## src/rtl/lkvc_pkg.sv

```systemverilog
package lkvc_pkg;

   localparam int KEY_W = 32;
   localparam int VAL_W = 32;
   localparam int CSR_W = 5;

   localparam logic [CSR_W-1:0] CAPACITY_RESET = 5'd10;

   // operation codes
   localparam logic FUNC_GET = 1'b0;
   localparam logic FUNC_PUT = 1'b1;

   // value returned by a get that misses
   localparam logic [VAL_W-1:0] MISS_VALUE = '1;

   // controller -> datapath
   typedef struct packed {
      logic load;     // capture the request item
      logic match;    // compare key against all entries
      logic update;   // apply recency, insert, evict; launch RAM reads
      logic emit;     // load the result register
   } dp_cmd_type;

   // datapath -> controller
   typedef struct packed {
      logic out_free; // result register is empty or being drained
   } dp_status_type;

endpackage

```

## src/rtl/lkvc_ram.sv

```systemverilog
module lkvc_ram #(
   parameter int WIDTH = 32,
   parameter int DEPTH = 16
) (
   input  logic                     clock,
   input  logic                     wr_en,
   input  logic [$clog2(DEPTH)-1:0] wr_addr,
   input  logic [WIDTH-1:0]         wr_data,
   input  logic                     rd_en,
   input  logic [$clog2(DEPTH)-1:0] rd_addr,
   output logic [WIDTH-1:0]         rd_data
);

   logic [WIDTH-1:0] mem_ff [DEPTH];
   logic [WIDTH-1:0] rd_data_ff;

   // read-first: a read and a write to the same address return the old word
   always_ff @(posedge clock) begin
      if (wr_en) begin
         mem_ff[wr_addr] <= wr_data;
      end
      if (rd_en) begin
         rd_data_ff <= mem_ff[rd_addr];
      end
   end

   assign rd_data = rd_data_ff;

endmodule

```

## src/rtl/lkvc_ctrl.sv

```systemverilog
module lkvc_ctrl (
   input  logic                   clock,
   input  logic                   reset,
   input  logic                   req_valid,
   output logic                   req_ready,
   output lkvc_pkg::dp_cmd_type   cmd,
   input  lkvc_pkg::dp_status_type status
);
   import lkvc_pkg::*;

   typedef enum logic [3:0] {
      S_IDLE   = 4'b0001,
      S_MATCH  = 4'b0010,
      S_UPDATE = 4'b0100,
      S_EMIT   = 4'b1000
   } state_type;

   state_type state_ff, state_in;

   always_comb begin
      state_in   = state_ff;
      cmd        = '0;
      req_ready  = 1'b0;
      unique case (state_ff)
         S_IDLE: begin
            req_ready = 1'b1;
            if (req_valid) begin
               cmd.load = 1'b1;
               state_in = S_MATCH;
            end
         end
         S_MATCH: begin
            cmd.match = 1'b1;
            state_in  = S_UPDATE;
         end
         S_UPDATE: begin
            cmd.update = 1'b1;
            state_in   = S_EMIT;
         end
         S_EMIT: begin
            // hold here until the result register can take the item
            if (status.out_free) begin
               cmd.emit = 1'b1;
               state_in = S_IDLE;
            end
         end
         default: state_in = S_IDLE;
      endcase
   end

   always_ff @(posedge clock) begin
      if (reset) begin
         state_ff <= S_IDLE;
      end else begin
         state_ff <= state_in;
      end
   end

endmodule

```

## src/rtl/lkvc_dpath.sv

```systemverilog
module lkvc_dpath #(
   parameter int ENTRIES = 16
) (
   input  logic                           clock,
   input  logic                           reset,
   input  lkvc_pkg::dp_cmd_type           cmd,
   output lkvc_pkg::dp_status_type        status,
   input  logic                           req_func,
   input  logic [lkvc_pkg::KEY_W-1:0]     req_key,
   input  logic [lkvc_pkg::VAL_W-1:0]     req_data,
   input  logic                           csr_we,
   input  logic [lkvc_pkg::CSR_W-1:0]     csr_data,
   input  logic                           rsp_ready,
   output logic                           rsp_valid,
   output logic                           rsp_found,
   output logic [lkvc_pkg::VAL_W-1:0]     rsp_read_value,
   output logic                           rsp_evicted,
   output logic [lkvc_pkg::KEY_W-1:0]     rsp_evicted_key
);
   import lkvc_pkg::*;

   localparam int IDX_W = $clog2(ENTRIES);
   localparam int OCC_W = $clog2(ENTRIES + 1);
   localparam int CMP_W = (OCC_W > CSR_W) ? OCC_W : CSR_W;

   // request item
   logic             func_ff, func_in;
   logic [KEY_W-1:0] key_ff, key_in;
   logic [VAL_W-1:0] data_ff, data_in;

   // configuration
   logic [CSR_W-1:0] capacity_ff, capacity_in;

   // per-entry state
   logic [ENTRIES-1:0] valid_ff, valid_in;
   logic [IDX_W-1:0]   age_ff [ENTRIES];
   logic [IDX_W-1:0]   age_in [ENTRIES];
   logic [KEY_W-1:0]   tag_ff [ENTRIES];
   logic [OCC_W-1:0]   occ_ff, occ_in;

   // match stage results
   logic [ENTRIES-1:0] hit_vec_ff, hit_vec_in;
   logic [ENTRIES-1:0] victim_vec_ff, victim_vec_in;
   logic               full_ff, full_in;

   // update stage results
   logic found_ff, found_in;
   logic evicted_ff, evicted_in;

   // result register
   logic             rsp_valid_ff, rsp_valid_in;
   logic             rsp_found_ff, rsp_found_in;
   logic [VAL_W-1:0] rsp_value_ff, rsp_value_in;
   logic             rsp_evicted_ff, rsp_evicted_in;
   logic [KEY_W-1:0] rsp_evkey_ff, rsp_evkey_in;

   logic [CMP_W-1:0] cap_ext;
   logic [CMP_W-1:0] cap_eff;
   logic [IDX_W-1:0] oldest_rank;

   logic               hit;
   logic               put_miss;
   logic               do_evict;
   logic [IDX_W-1:0]   hit_idx;
   logic [IDX_W-1:0]   victim_idx;
   logic [IDX_W-1:0]   free_idx;
   logic [IDX_W-1:0]   hit_age;
   logic [ENTRIES-1:0] free_mask;

   logic             val_wr_en;
   logic [IDX_W-1:0] val_wr_addr;
   logic             val_rd_en;
   logic [VAL_W-1:0] val_rd_data;
   logic             key_wr_en;
   logic             key_rd_en;
   logic [KEY_W-1:0] key_rd_data;

   // ---------------------------------------------------------------- capture
   assign func_in     = cmd.load ? req_func : func_ff;
   assign key_in      = cmd.load ? req_key  : key_ff;
   assign data_in     = cmd.load ? req_data : data_ff;
   assign capacity_in = csr_we   ? csr_data : capacity_ff;

   // ---------------------------------------------------------------- match
   // capacity 0 acts as 1, above ENTRIES acts as ENTRIES
   assign cap_ext = CMP_W'(capacity_ff);
   always_comb begin
      priority if (cap_ext == '0) begin
         cap_eff = CMP_W'(1);
      end else if (cap_ext > CMP_W'(ENTRIES)) begin
         cap_eff = CMP_W'(ENTRIES);
      end else begin
         cap_eff = cap_ext;
      end
   end

   // valid ages are a permutation of 0..occ-1, so the oldest has rank occ-1
   assign oldest_rank = IDX_W'(occ_ff - OCC_W'(1));

   always_comb begin
      for (int i = 0; i < ENTRIES; i++) begin
         hit_vec_in[i]    = cmd.match ? (valid_ff[i] && (tag_ff[i] == key_ff))
                                      : hit_vec_ff[i];
         victim_vec_in[i] = cmd.match ? (valid_ff[i] && (age_ff[i] == oldest_rank))
                                      : victim_vec_ff[i];
      end
      full_in = cmd.match ? (CMP_W'(occ_ff) >= cap_eff) : full_ff;
   end

   // ---------------------------------------------------------------- update
   assign hit      = |hit_vec_ff;
   assign put_miss = (func_ff == FUNC_PUT) && !hit;
   assign do_evict = put_miss && full_ff && (|victim_vec_ff);
   assign free_mask = ~(valid_ff & ~(do_evict ? victim_vec_ff : '0));

   // lowest set bit of each vector
   always_comb begin
      hit_idx    = '0;
      victim_idx = '0;
      free_idx   = '0;
      hit_age    = '0;
      for (int i = ENTRIES - 1; i >= 0; i--) begin
         if (hit_vec_ff[i]) begin
            hit_idx = IDX_W'(i);
         end
         if (victim_vec_ff[i]) begin
            victim_idx = IDX_W'(i);
         end
         if (free_mask[i]) begin
            free_idx = IDX_W'(i);
         end
      end
      for (int i = 0; i < ENTRIES; i++) begin
         if (hit_vec_ff[i]) begin
            hit_age = hit_age | age_ff[i];
         end
      end
   end

   always_comb begin
      valid_in = valid_ff;
      for (int i = 0; i < ENTRIES; i++) begin
         age_in[i] = age_ff[i];
         if (cmd.update) begin
            if (hit) begin
               // touch: younger entries age by one, the hit becomes newest
               if (valid_ff[i] && (age_ff[i] < hit_age)) begin
                  age_in[i] = age_ff[i] + IDX_W'(1);
               end
               if (hit_vec_ff[i]) begin
                  age_in[i] = '0;
               end
            end else if (put_miss) begin
               if (do_evict && victim_vec_ff[i]) begin
                  valid_in[i] = 1'b0;
                  age_in[i]   = '0;
               end else if (valid_ff[i]) begin
                  age_in[i] = age_ff[i] + IDX_W'(1);
               end
               if (free_idx == IDX_W'(i)) begin
                  valid_in[i] = 1'b1;
                  age_in[i]   = '0;
               end
            end
         end
      end
   end

   always_comb begin
      occ_in = occ_ff;
      if (cmd.update && put_miss && !do_evict) begin
         occ_in = occ_ff + OCC_W'(1);
      end
   end

   assign found_in   = cmd.update ? hit      : found_ff;
   assign evicted_in = cmd.update ? do_evict : evicted_ff;

   // value store: read on get hit, written on every put
   assign val_rd_en   = cmd.update && (func_ff == FUNC_GET) && hit;
   assign val_wr_en   = cmd.update && (func_ff == FUNC_PUT);
   assign val_wr_addr = hit ? hit_idx : free_idx;

   // key copy for eviction readout; read-first covers victim == free slot
   assign key_rd_en = cmd.update && do_evict;
   assign key_wr_en = cmd.update && put_miss;

   lkvc_ram #(
      .WIDTH (VAL_W),
      .DEPTH (ENTRIES)
   ) u_val_ram (
      .clock   (clock),
      .wr_en   (val_wr_en),
      .wr_addr (val_wr_addr),
      .wr_data (data_ff),
      .rd_en   (val_rd_en),
      .rd_addr (hit_idx),
      .rd_data (val_rd_data)
   );

   lkvc_ram #(
      .WIDTH (KEY_W),
      .DEPTH (ENTRIES)
   ) u_key_ram (
      .clock   (clock),
      .wr_en   (key_wr_en),
      .wr_addr (free_idx),
      .wr_data (key_ff),
      .rd_en   (key_rd_en),
      .rd_addr (victim_idx),
      .rd_data (key_rd_data)
   );

   // ---------------------------------------------------------------- result
   always_comb begin
      rsp_found_in   = rsp_found_ff;
      rsp_value_in   = rsp_value_ff;
      rsp_evicted_in = rsp_evicted_ff;
      rsp_evkey_in   = rsp_evkey_ff;
      if (cmd.emit) begin
         rsp_found_in   = found_ff;
         rsp_evicted_in = evicted_ff;
         rsp_evkey_in   = evicted_ff ? key_rd_data : '0;
         if (func_ff == FUNC_GET) begin
            rsp_value_in = found_ff ? val_rd_data : MISS_VALUE;
         end else begin
            rsp_value_in = '0;
         end
      end
   end

   assign rsp_valid_in    = cmd.emit ? 1'b1 : (rsp_ready ? 1'b0 : rsp_valid_ff);
   assign status.out_free = !rsp_valid_ff || rsp_ready;

   // ---------------------------------------------------------------- registers
   always_ff @(posedge clock) begin
      if (reset) begin
         capacity_ff  <= CAPACITY_RESET;
         valid_ff     <= '0;
         occ_ff       <= '0;
         rsp_valid_ff <= 1'b0;
         for (int i = 0; i < ENTRIES; i++) begin
            age_ff[i] <= '0;
         end
      end else begin
         capacity_ff  <= capacity_in;
         valid_ff     <= valid_in;
         occ_ff       <= occ_in;
         rsp_valid_ff <= rsp_valid_in;
         for (int i = 0; i < ENTRIES; i++) begin
            age_ff[i] <= age_in[i];
         end
      end
   end

   always_ff @(posedge clock) begin
      func_ff        <= func_in;
      key_ff         <= key_in;
      data_ff        <= data_in;
      hit_vec_ff     <= hit_vec_in;
      victim_vec_ff  <= victim_vec_in;
      full_ff        <= full_in;
      found_ff       <= found_in;
      evicted_ff     <= evicted_in;
      rsp_found_ff   <= rsp_found_in;
      rsp_value_ff   <= rsp_value_in;
      rsp_evicted_ff <= rsp_evicted_in;
      rsp_evkey_ff   <= rsp_evkey_in;
      if (key_wr_en) begin
         tag_ff[free_idx] <= key_ff;
      end
   end

   assign rsp_valid       = rsp_valid_ff;
   assign rsp_found       = rsp_found_ff;
   assign rsp_read_value  = rsp_value_ff;
   assign rsp_evicted     = rsp_evicted_ff;
   assign rsp_evicted_key = rsp_evkey_ff;

endmodule

```

## src/rtl/lru_key_value_cache.sv

```systemverilog
// Fully associative key/value cache with least-recently-used replacement.
//
// req channel: one item per operation. req_tuser is the operation (0 get,
//   1 put); req_tdata carries the key (low word) and the value (high word).
// rsp channel: exactly one item per request, in request order. rsp_tuser
//   bit 0 = key was present, bit 1 = an entry was evicted; rsp_tdata holds
//   the read value (low word) and the evicted key (high word).
// csr channel: writes the capacity register (5 bits, reset 10). Write it
//   only while no request is in flight.
//
// Flow: a request passes the tag match, the recency update with RAM read and
//   the result load, in that order. One request is in flight at a time and
//   the controller walks its idle, match, update and emit states, so the next
//   request is taken only after the previous one has been emitted.
// Reset: synchronous; empties the cache, restores capacity to 10, and
//   drops any pending result. No clearing pass is needed.
// Stall: a result waits in the output register while rsp_tready is low; the
//   next request is taken meanwhile and held at the last stage until the
//   register drains.
module lru_key_value_cache #(
   parameter int ENTRIES = 16
) (
   input  logic        clock,
   input  logic        reset,

   input  logic        req_tvalid,
   output logic        req_tready,
   input  logic [63:0] req_tdata,   // [31:0] lookup_key, [63:32] data_word
   input  logic        req_tuser,   // [0] func

   output logic        rsp_tvalid,
   input  logic        rsp_tready,
   output logic [63:0] rsp_tdata,   // [31:0] read_value, [63:32] evicted_key
   output logic [1:0]  rsp_tuser,   // [0] found, [1] evicted

   input  logic        csr_valid,
   output logic        csr_ready,
   input  logic [4:0]  csr_wdata    // capacity
);
   import lkvc_pkg::*;

   dp_cmd_type    cmd;
   dp_status_type status;

   logic             rsp_found;
   logic             rsp_evicted;
   logic [VAL_W-1:0] rsp_read_value;
   logic [KEY_W-1:0] rsp_evicted_key;

   // capacity writes are always taken
   assign csr_ready = 1'b1;

   lkvc_ctrl u_ctrl (
      .clock     (clock),
      .reset     (reset),
      .req_valid (req_tvalid),
      .req_ready (req_tready),
      .cmd       (cmd),
      .status    (status)
   );

   lkvc_dpath #(
      .ENTRIES (ENTRIES)
   ) u_dpath (
      .clock           (clock),
      .reset           (reset),
      .cmd             (cmd),
      .status          (status),
      .req_func        (req_tuser),
      .req_key         (req_tdata[31:0]),
      .req_data        (req_tdata[63:32]),
      .csr_we          (csr_valid),
      .csr_data        (csr_wdata),
      .rsp_ready       (rsp_tready),
      .rsp_valid       (rsp_tvalid),
      .rsp_found       (rsp_found),
      .rsp_read_value  (rsp_read_value),
      .rsp_evicted     (rsp_evicted),
      .rsp_evicted_key (rsp_evicted_key)
   );

   assign rsp_tdata = {rsp_evicted_key, rsp_read_value};
   assign rsp_tuser = {rsp_evicted, rsp_found};

endmodule

```

## config.mk

```make
export PLATFORM = sky130hd
export DESIGN_NAME = lru_key_value_cache
export DESIGN_NICKNAME = d
export VERILOG_FILES = /design/src/rtl/lkvc_pkg.sv /design/src/rtl/lkvc_ram.sv /design/src/rtl/lkvc_ctrl.sv /design/src/rtl/lkvc_dpath.sv /design/src/rtl/lru_key_value_cache.sv
export SDC_FILE = /design/constraint.sdc
export NUM_CORES = 2
export LEC_CHECK = 0
export BUFFER_PORTS_ARGS = -buffer_cell sky130_fd_sc_hd__buf_2
export CORE_ASPECT_RATIO = 0.5
export CORE_MARGIN = 4
export CORE_UTILIZATION = 60
export CTS_CLUSTER_SIZE = 28
export DETAILED_ROUTE_END_ITERATION = 16
export GPL_TIMING_DRIVEN = 0
export PLACE_DENSITY = 0.77
export SLEW_MARGIN = 20
export SYNTH_ARGS = -nofsm -noshare
export SYNTH_HDL_FRONTEND = slang
export SYNTH_HIERARCHICAL = 1
export SYNTH_SLANG_ARGS = --single-unit
```

## constraint.sdc

```tcl
create_clock -name clock -period 11.86 [get_ports clock]
set_input_delay 2.965 -clock clock [delete_from_list [all_inputs] [get_ports clock]]
set_output_delay 2.965 -clock clock [all_outputs]
set_load 0.01 [all_outputs]
```

Word-level counts from Yosys, hierarchy flattened

Memory sizes are Yosys's and may differ from the RTL's. A register that Yosys moved wholly into a read port is not among the register bits.
Index checks and enable logic that the tools add are counted.

Word-level logic and storage cells: 540
Memories: 4
Register bits after elaboration: 197
Bits in writable memories: 1,600

Add/subtract/negate cells: 18
Eq/ne operators: 53
Muxes and demuxes: 264
Bitwise gates (word level): 36
Reductions and logical operators: 115
$lt $le $gt $ge: 18

Memories:

| memory                   | words | width | rd ports | clocked after memory_dff | write ports | line             | RTL |
|---|---|---|---|---|---|---|---|
| u_dpath.tag_ff           | 16    | 32    | 16       | 0                        | 1           | lkvc_dpath.sv:38 | `logic [KEY_W-1:0] tag_ff [ENTRIES];` |
| u_dpath.u_key_ram.mem_ff | 16    | 32    | 1        | 1                        | 1           | lkvc_ram.sv:14   | `logic [WIDTH-1:0] mem_ff [DEPTH];` |
| u_dpath.u_val_ram.mem_ff | 16    | 32    | 1        | 1                        | 1           | lkvc_ram.sv:14   |  |
| u_dpath.age_ff           | 16    | 4     | 16       | 0                        | 16          | lkvc_dpath.sv:36 | `logic [IDX_W-1:0] age_ff [ENTRIES];` |

Operators with widths:

| cell                                                | count |
|---|---|
| 2-to-1 mux 4 bit                                    | 211 |
| equality test 32 bit                                | 16 |
| logical AND 1 bit                                   | 73 |
| adder 4 x 1 -> 4 bit, second input constant         | 16 |
| equality test 4 bit                                 | 16 |
| < comparator 4 bit                                  | 16 |
| AND reduction 4 bit                                 | 16 |
| bitwise OR 4 bit                                    | 15 |
| 2-to-1 mux 1 bit                                    | 48 |
| equality test 4 bit, second input constant          | 9 |
| nonzero test 2 bit                                  | 17 |
| 2-to-1 mux 32 bit                                   | 1 |
| NOT 16 bit                                          | 2 |
| OR reduction 16 bit                                 | 2 |
| equality test 4 x 3 -> 1 bit, second input constant | 5 |
| AND 16 bit                                          | 1 |
| 2-to-1 mux 16 bit                                   | 1 |
| bitwise OR 1 bit                                    | 16 |
| case mux 4 bit (4 select lines)                     | 1 |
| equality test 4 x 2 -> 1 bit, second input constant | 3 |
| 2-to-1 mux 5 bit                                    | 2 |
| equality test 4 x 1 -> 1 bit, second input constant | 2 |
| adder 5 x 1 -> 5 bit, second input constant         | 1 |
| >= comparator 5 bit                                 | 1 |
| other kinds (9)                                     | 13 |

Logic depth before layout (Yosys ltp)

An unclocked memory read counts as a cell.

Depth after elaboration: 39
Gate-level depth with buffers: 16
Mapped depth without buffers: 15

Cells and area by module

Netlist, hierarchy kept.

Modules (own cells, without submodules):

| module              | area each (sq um) | seq. area each (sq um) | instances | cells an instance |
|---|---|---|---|---|
| lkvc_ram            | 20,155.6          | 16,335.7               | 2         | 838 |
| lkvc_dpath          | 34,926.0          | 22,181.3               | 1         | 2,635 |
| lkvc_ctrl           | 241.5             | 80.1                   | 1         | 24 |
| lru_key_value_cache | 26.3              | 0.0                    | 1         | 4 |

Worst setup path after synthesis

Ideal clock, no wire load.

Path type: reg-to-reg
Start point: register u_dpath.victim_vec_ff[0]
End point: memory u_dpath.u_val_ram.mem_ff[0][0], enable pin
Slack: 6.066 ns
Cell stages (with the launch flop): 10
Arrival time: 5.333 ns
Required time: 11.399 ns
Cell sequence: edfxtp_1 or4_4 o41ai_4 nor3_2 a2111o_1 o21ai_1 inv_1 a21o_1 or3b_2 nor3_1

Cells in the longest elaborated chain, start to end: 23

RTL lines:

| item                             | line              | RTL |
|---|---|---|
| start, declared                  | lkvc_dpath.sv:43  | `logic [ENTRIES-1:0] victim_vec_ff, victim_vec_in;` |
| start signal, assigned           | lkvc_dpath.sv:261 | `victim_vec_ff <= victim_vec_in;` |
| OR reduction 16 bit              | lkvc_dpath.sv:113 | `assign do_evict = put_miss && full_ff && (\|victim_vec_ff);` |
| logical AND 1 bit                | lkvc_dpath.sv:113 |  |
| 2-to-1 mux 16 bit (*)            | lkvc_dpath.sv:114 | `assign free_mask = ~(valid_ff & ~(do_evict ? victim_vec_ff : '0));` |
| NOT 16 bit (*)                   | lkvc_dpath.sv:114 |  |
| AND 16 bit (*)                   | lkvc_dpath.sv:114 |  |
| NOT 16 bit (*)                   | lkvc_dpath.sv:114 |  |
| 2-to-1 mux 4 bit (15 in series)  | lkvc_dpath.sv:129 | `if (free_mask[i]) begin` |
| 2-to-1 mux 4 bit (*)             | lkvc_dpath.sv:129 |  |
| named net u_dpath.free_idx[2]    | lkvc_dpath.sv:66  | `logic [IDX_W-1:0] free_idx;` |
| 2-to-1 mux 4 bit (*)             | lkvc_dpath.sv:182 | `assign val_wr_addr = hit ? hit_idx : free_idx;` |
| named net u_dpath.val_wr_addr[2] | lkvc_dpath.sv:71  | `logic [IDX_W-1:0] val_wr_addr;` |
| end, declared                    | lkvc_ram.sv:14    |  |

The timed path passes the listed nets; every way through them passes the cells marked *.

Worst setup path after layout

Start point: register u_dpath.hit_vec_ff[12]
End point: memory u_dpath.u_key_ram.mem_ff[12][17], enable pin

RTL lines:

| item                                   | line              | RTL |
|---|---|---|
| start, declared                        | lkvc_dpath.sv:42  | `logic [ENTRIES-1:0] hit_vec_ff, hit_vec_in;` |
| start signal, assigned                 | lkvc_dpath.sv:260 | `hit_vec_ff <= hit_vec_in;` |
| OR reduction 16 bit                    | lkvc_dpath.sv:111 | `assign hit = \|hit_vec_ff;` |
| zero test 1 bit                        | lkvc_dpath.sv:112 | `assign put_miss = (func_ff == FUNC_PUT) && !hit;` |
| logical AND 1 bit                      | lkvc_dpath.sv:112 |  |
| logical AND 1 bit                      | lkvc_dpath.sv:186 | `assign key_wr_en = cmd.update && put_miss;` |
| named net u_dpath.key_wr_en            | lkvc_dpath.sv:74  | `logic key_wr_en;` |
| 2-to-1 mux 1 bit                       | lkvc_ram.sv:19    | `if (wr_en) begin` |
| 2-to-1 mux 1 bit (implied by the code) | lkvc_ram.sv:20    | `mem_ff[wr_addr] <= wr_data;` |
| end, declared                          | lkvc_ram.sv:14    |  |

The timed path passes the listed nets, and every way through them passes these cells.

==> key figures <==
Status
  • Status: finished, final reports clean

Clocking
  • Hold-fix buffers at CTS: 0
  • Clk_lat worst skew: 0.81 ns
  • CTS H-tree depth: 4
  • Clock sinks: 1,861
  • Clock buffer depth: 3
  • Post CTS Setup Buffer Count: 0
  • CTS buffer count: 155
  • TritonCTS clock tree: built
  • Resized cells post-CTS: 0
  • Clock slew at reported path FFs: 0.07 ns
  • Clk root buf: clkbuf_16

STA
  • Final Cycle Share: 58.8%
  • Max Slew Vio Count: 0
  • Crit path time final: 6.97 ns
  • RSZ-0062 raised after global routing: no
  • TNS Setup: 0 ns
  • Final hold vios: 0
  • Setup-failing EPs final: 0
  • Max Freq: 0.143 GHz
  • Measured slew at the worst slew-check pin: 1.43 ns
  • Clock skew: 0.0491 ns
  • Rel. slew slack: 3.86%

Final layout
  • Post-Route Utilization: 69.5%
  • Nets: 4,939
  • # diodes: 0
  • Most common cell after layout, fill and taps aside: edfxtp_1
  • Fraction of layout cells with a size suffix above 1: 18.8%
  • Area grow syn2layout: 14.2%
  • Most frequent cells in the layout: edfxtp_1 (1,766), xnor2_1 (440), mux4_2 (256), clkbuf_1 (165), buf_2 (160)
  • Design Area, Final: 86,200 um2

Routing
  • Final ANT Viol Nets: 0
  • Via density: 6.67
  • Pre-Repair DR Iteration Count: 6
  • DR vias: 44,000
  • Final WL: 217,000 um
  • Drc violations: 0
  • Drt first-iter violations: 6,217
  • Post-DR wirelength/cell: 32.9 um

Critical path
  • CP max FO: 10
  • Worst path arrival time: 7.47 ns
  • Type of origin of the critical path: flop
  • Worst path required time: 12.36 ns
  • Crit Path Category: flop to flop
  • Crit. End Element: flop

GRT
  • First-pass GRT wire length: 311,000 um
  • Initial antenna violation count: 6
  • Grt ovf: 0
  • Gr usage total: 33.1%
  • Largest net degree at the start of global routing: 48
  • Vias in the first global route: 43,700

Floorplan
  • Num ports: 144
  • Die area: 132,000 um2
  • Initial core utilization: 60.8%
  • Die Ht: 259 um
  • Row count: 91
  • Chip Width: 510 um
  • Core region area: 124,000 um2

Power and ir drop
  • Lkg Pwr: 27.3 nW
  • Total power: 13.2 mW
  • Maximum vdd drop: 0.142 mV
  • PD cells: 153 nW/um2

Synthesis
  • Post-synth ARST share: 0%
  • Seq/Total Area, Yosys: 72.8%
  • Number of synthesized flops with an enable pin: 1,766
  • Syn Area/Cell: 17.4 um2
  • Synth unique cells: 92
  • Predominant post-synthesis flop cell: edfxtp_1
  • Yosys warnings: 6
  • Mapped Area: 75,500 um2
  • Synthesized netlist net count: 4,485
  • Synth Instances: 4,339
  • Register bit count reported by yosys: 1,861

Placement
  • Placer Congestion: 0.959
  • Post-DP HPWL: 141,000 um
  • Area post-placement: 81,300 um2
  • PortBufs: 141

Job
  • # Max-Cap Violations: 0

Worst hold path
  • Worst hold path class: flop to flop
critical path, stage by stage, from the launching register on:
cell and delay [ns]:
edfxtp_1 0.38, clkbuf_1 0.35, nor4_1 0.64, and4_1 0.42
buf_4 0.24, clkbuf_1 0.67, buf_1 0.74, nand2_1 0.66
inv_1 0.45, nand3_1 0.37, nor3_2 0.71, buf_4 0.34
buf_4 0.24, buf_4 0.23, buf_4 0.19
cell usage after synthesis (all sizes together) (65+ instances only):
library cell | n | area [um2]
mux4 | 256 | 5770
ha | 71 | 888
xor2 | 140 | 1230
dfxtp | 95 | 1900
nand3 | 80 | 400
inv | 75 | 282
buf | 75 | 403
a21oi | 110 | 554
xnor2 | 441 | 3860
nor2 | 144 | 551
clkbuf | 151 | 567
edfxtp | 1766 | 53000
nand4 | 120 | 751
nand2 | 159 | 597
a22oi | 155 | 1160
nor4 | 65 | 407
cells by family after synthesis:
group	Yosys count	synth area share [%]
compound gates	478	4.48
mux	270	7.83
xor+xnor	581	6.74
buf+inv	302	1.66
simple gates	775	5.36
flops	1861	72.8
fa+ha+maj	71	1.18
other cells	1	0.00497
metrics by stage:
step	std cells	hold WS, ns	setup slack (ns)
global route	6590	0.536	4.77
floorplan	4339	0.461	6.07
detailed placement	6310	0.509	5.12
finish	6590	0.523	4.89
CTS	6590	0.524	5.04
global placement	6154	0.483	1.69
power by group:
part	total [mW]	internal, mW	switching (mW)
Clock	5.04	2.65	2.39
Combinational	0.748	0.260	0.488
Sequential	7.40	7.30	0.100
final timing paths:
check,from,end,slack (ns),depth (start not counted)
worst max-delay path,u_dpath/hit_vec_ff[12],u_dpath/u_key_ram/mem_ff[12][17],4.89,14
worst min register to register,u_dpath/u_key_ram/rd_data[0],u_dpath/rsp_evicted_key[0],0.52,1
worst max register to register,u_dpath/hit_vec_ff[12],u_dpath/u_key_ram/mem_ff[12][17],4.89,14
worst min-delay path,u_dpath/u_key_ram/rd_data[0],u_dpath/rsp_evicted_key[0],0.52,1
flip-flops by register name, summed over array words and instances, names as in the netlist, 64 cells and up:
signal and count:
u_dpath/age_ff 64, u_dpath/tag_ff 512, u_dpath/u_key_ram/mem_ff 512, u_dpath/u_val_ram/mem_ff 512
cell type report:
class | instances | area (um2)
plain buffers | 226 | 1000
inverters | 76 | 285
repair buffers | 297 | 3290
flip-flops and latches | 1861 | 54900
fillers | 7640 | 37900
clock buffers | 198 | 4090
well taps | 1674 | 2090
clock inverters | 82 | 787
multi-input cells | 2176 | 19700
metal layers:
layer	wire length (um)	vias to the layer above	global-route usage (%)
met4	7950	6	11.8
met2	101000	3163	51.3
met1	81000	22400	47.5
met5	39	-	0
li1	-	17900	-
met3	27000	488	6.78
Note: power is estimated with default switching activity, not from simulation.
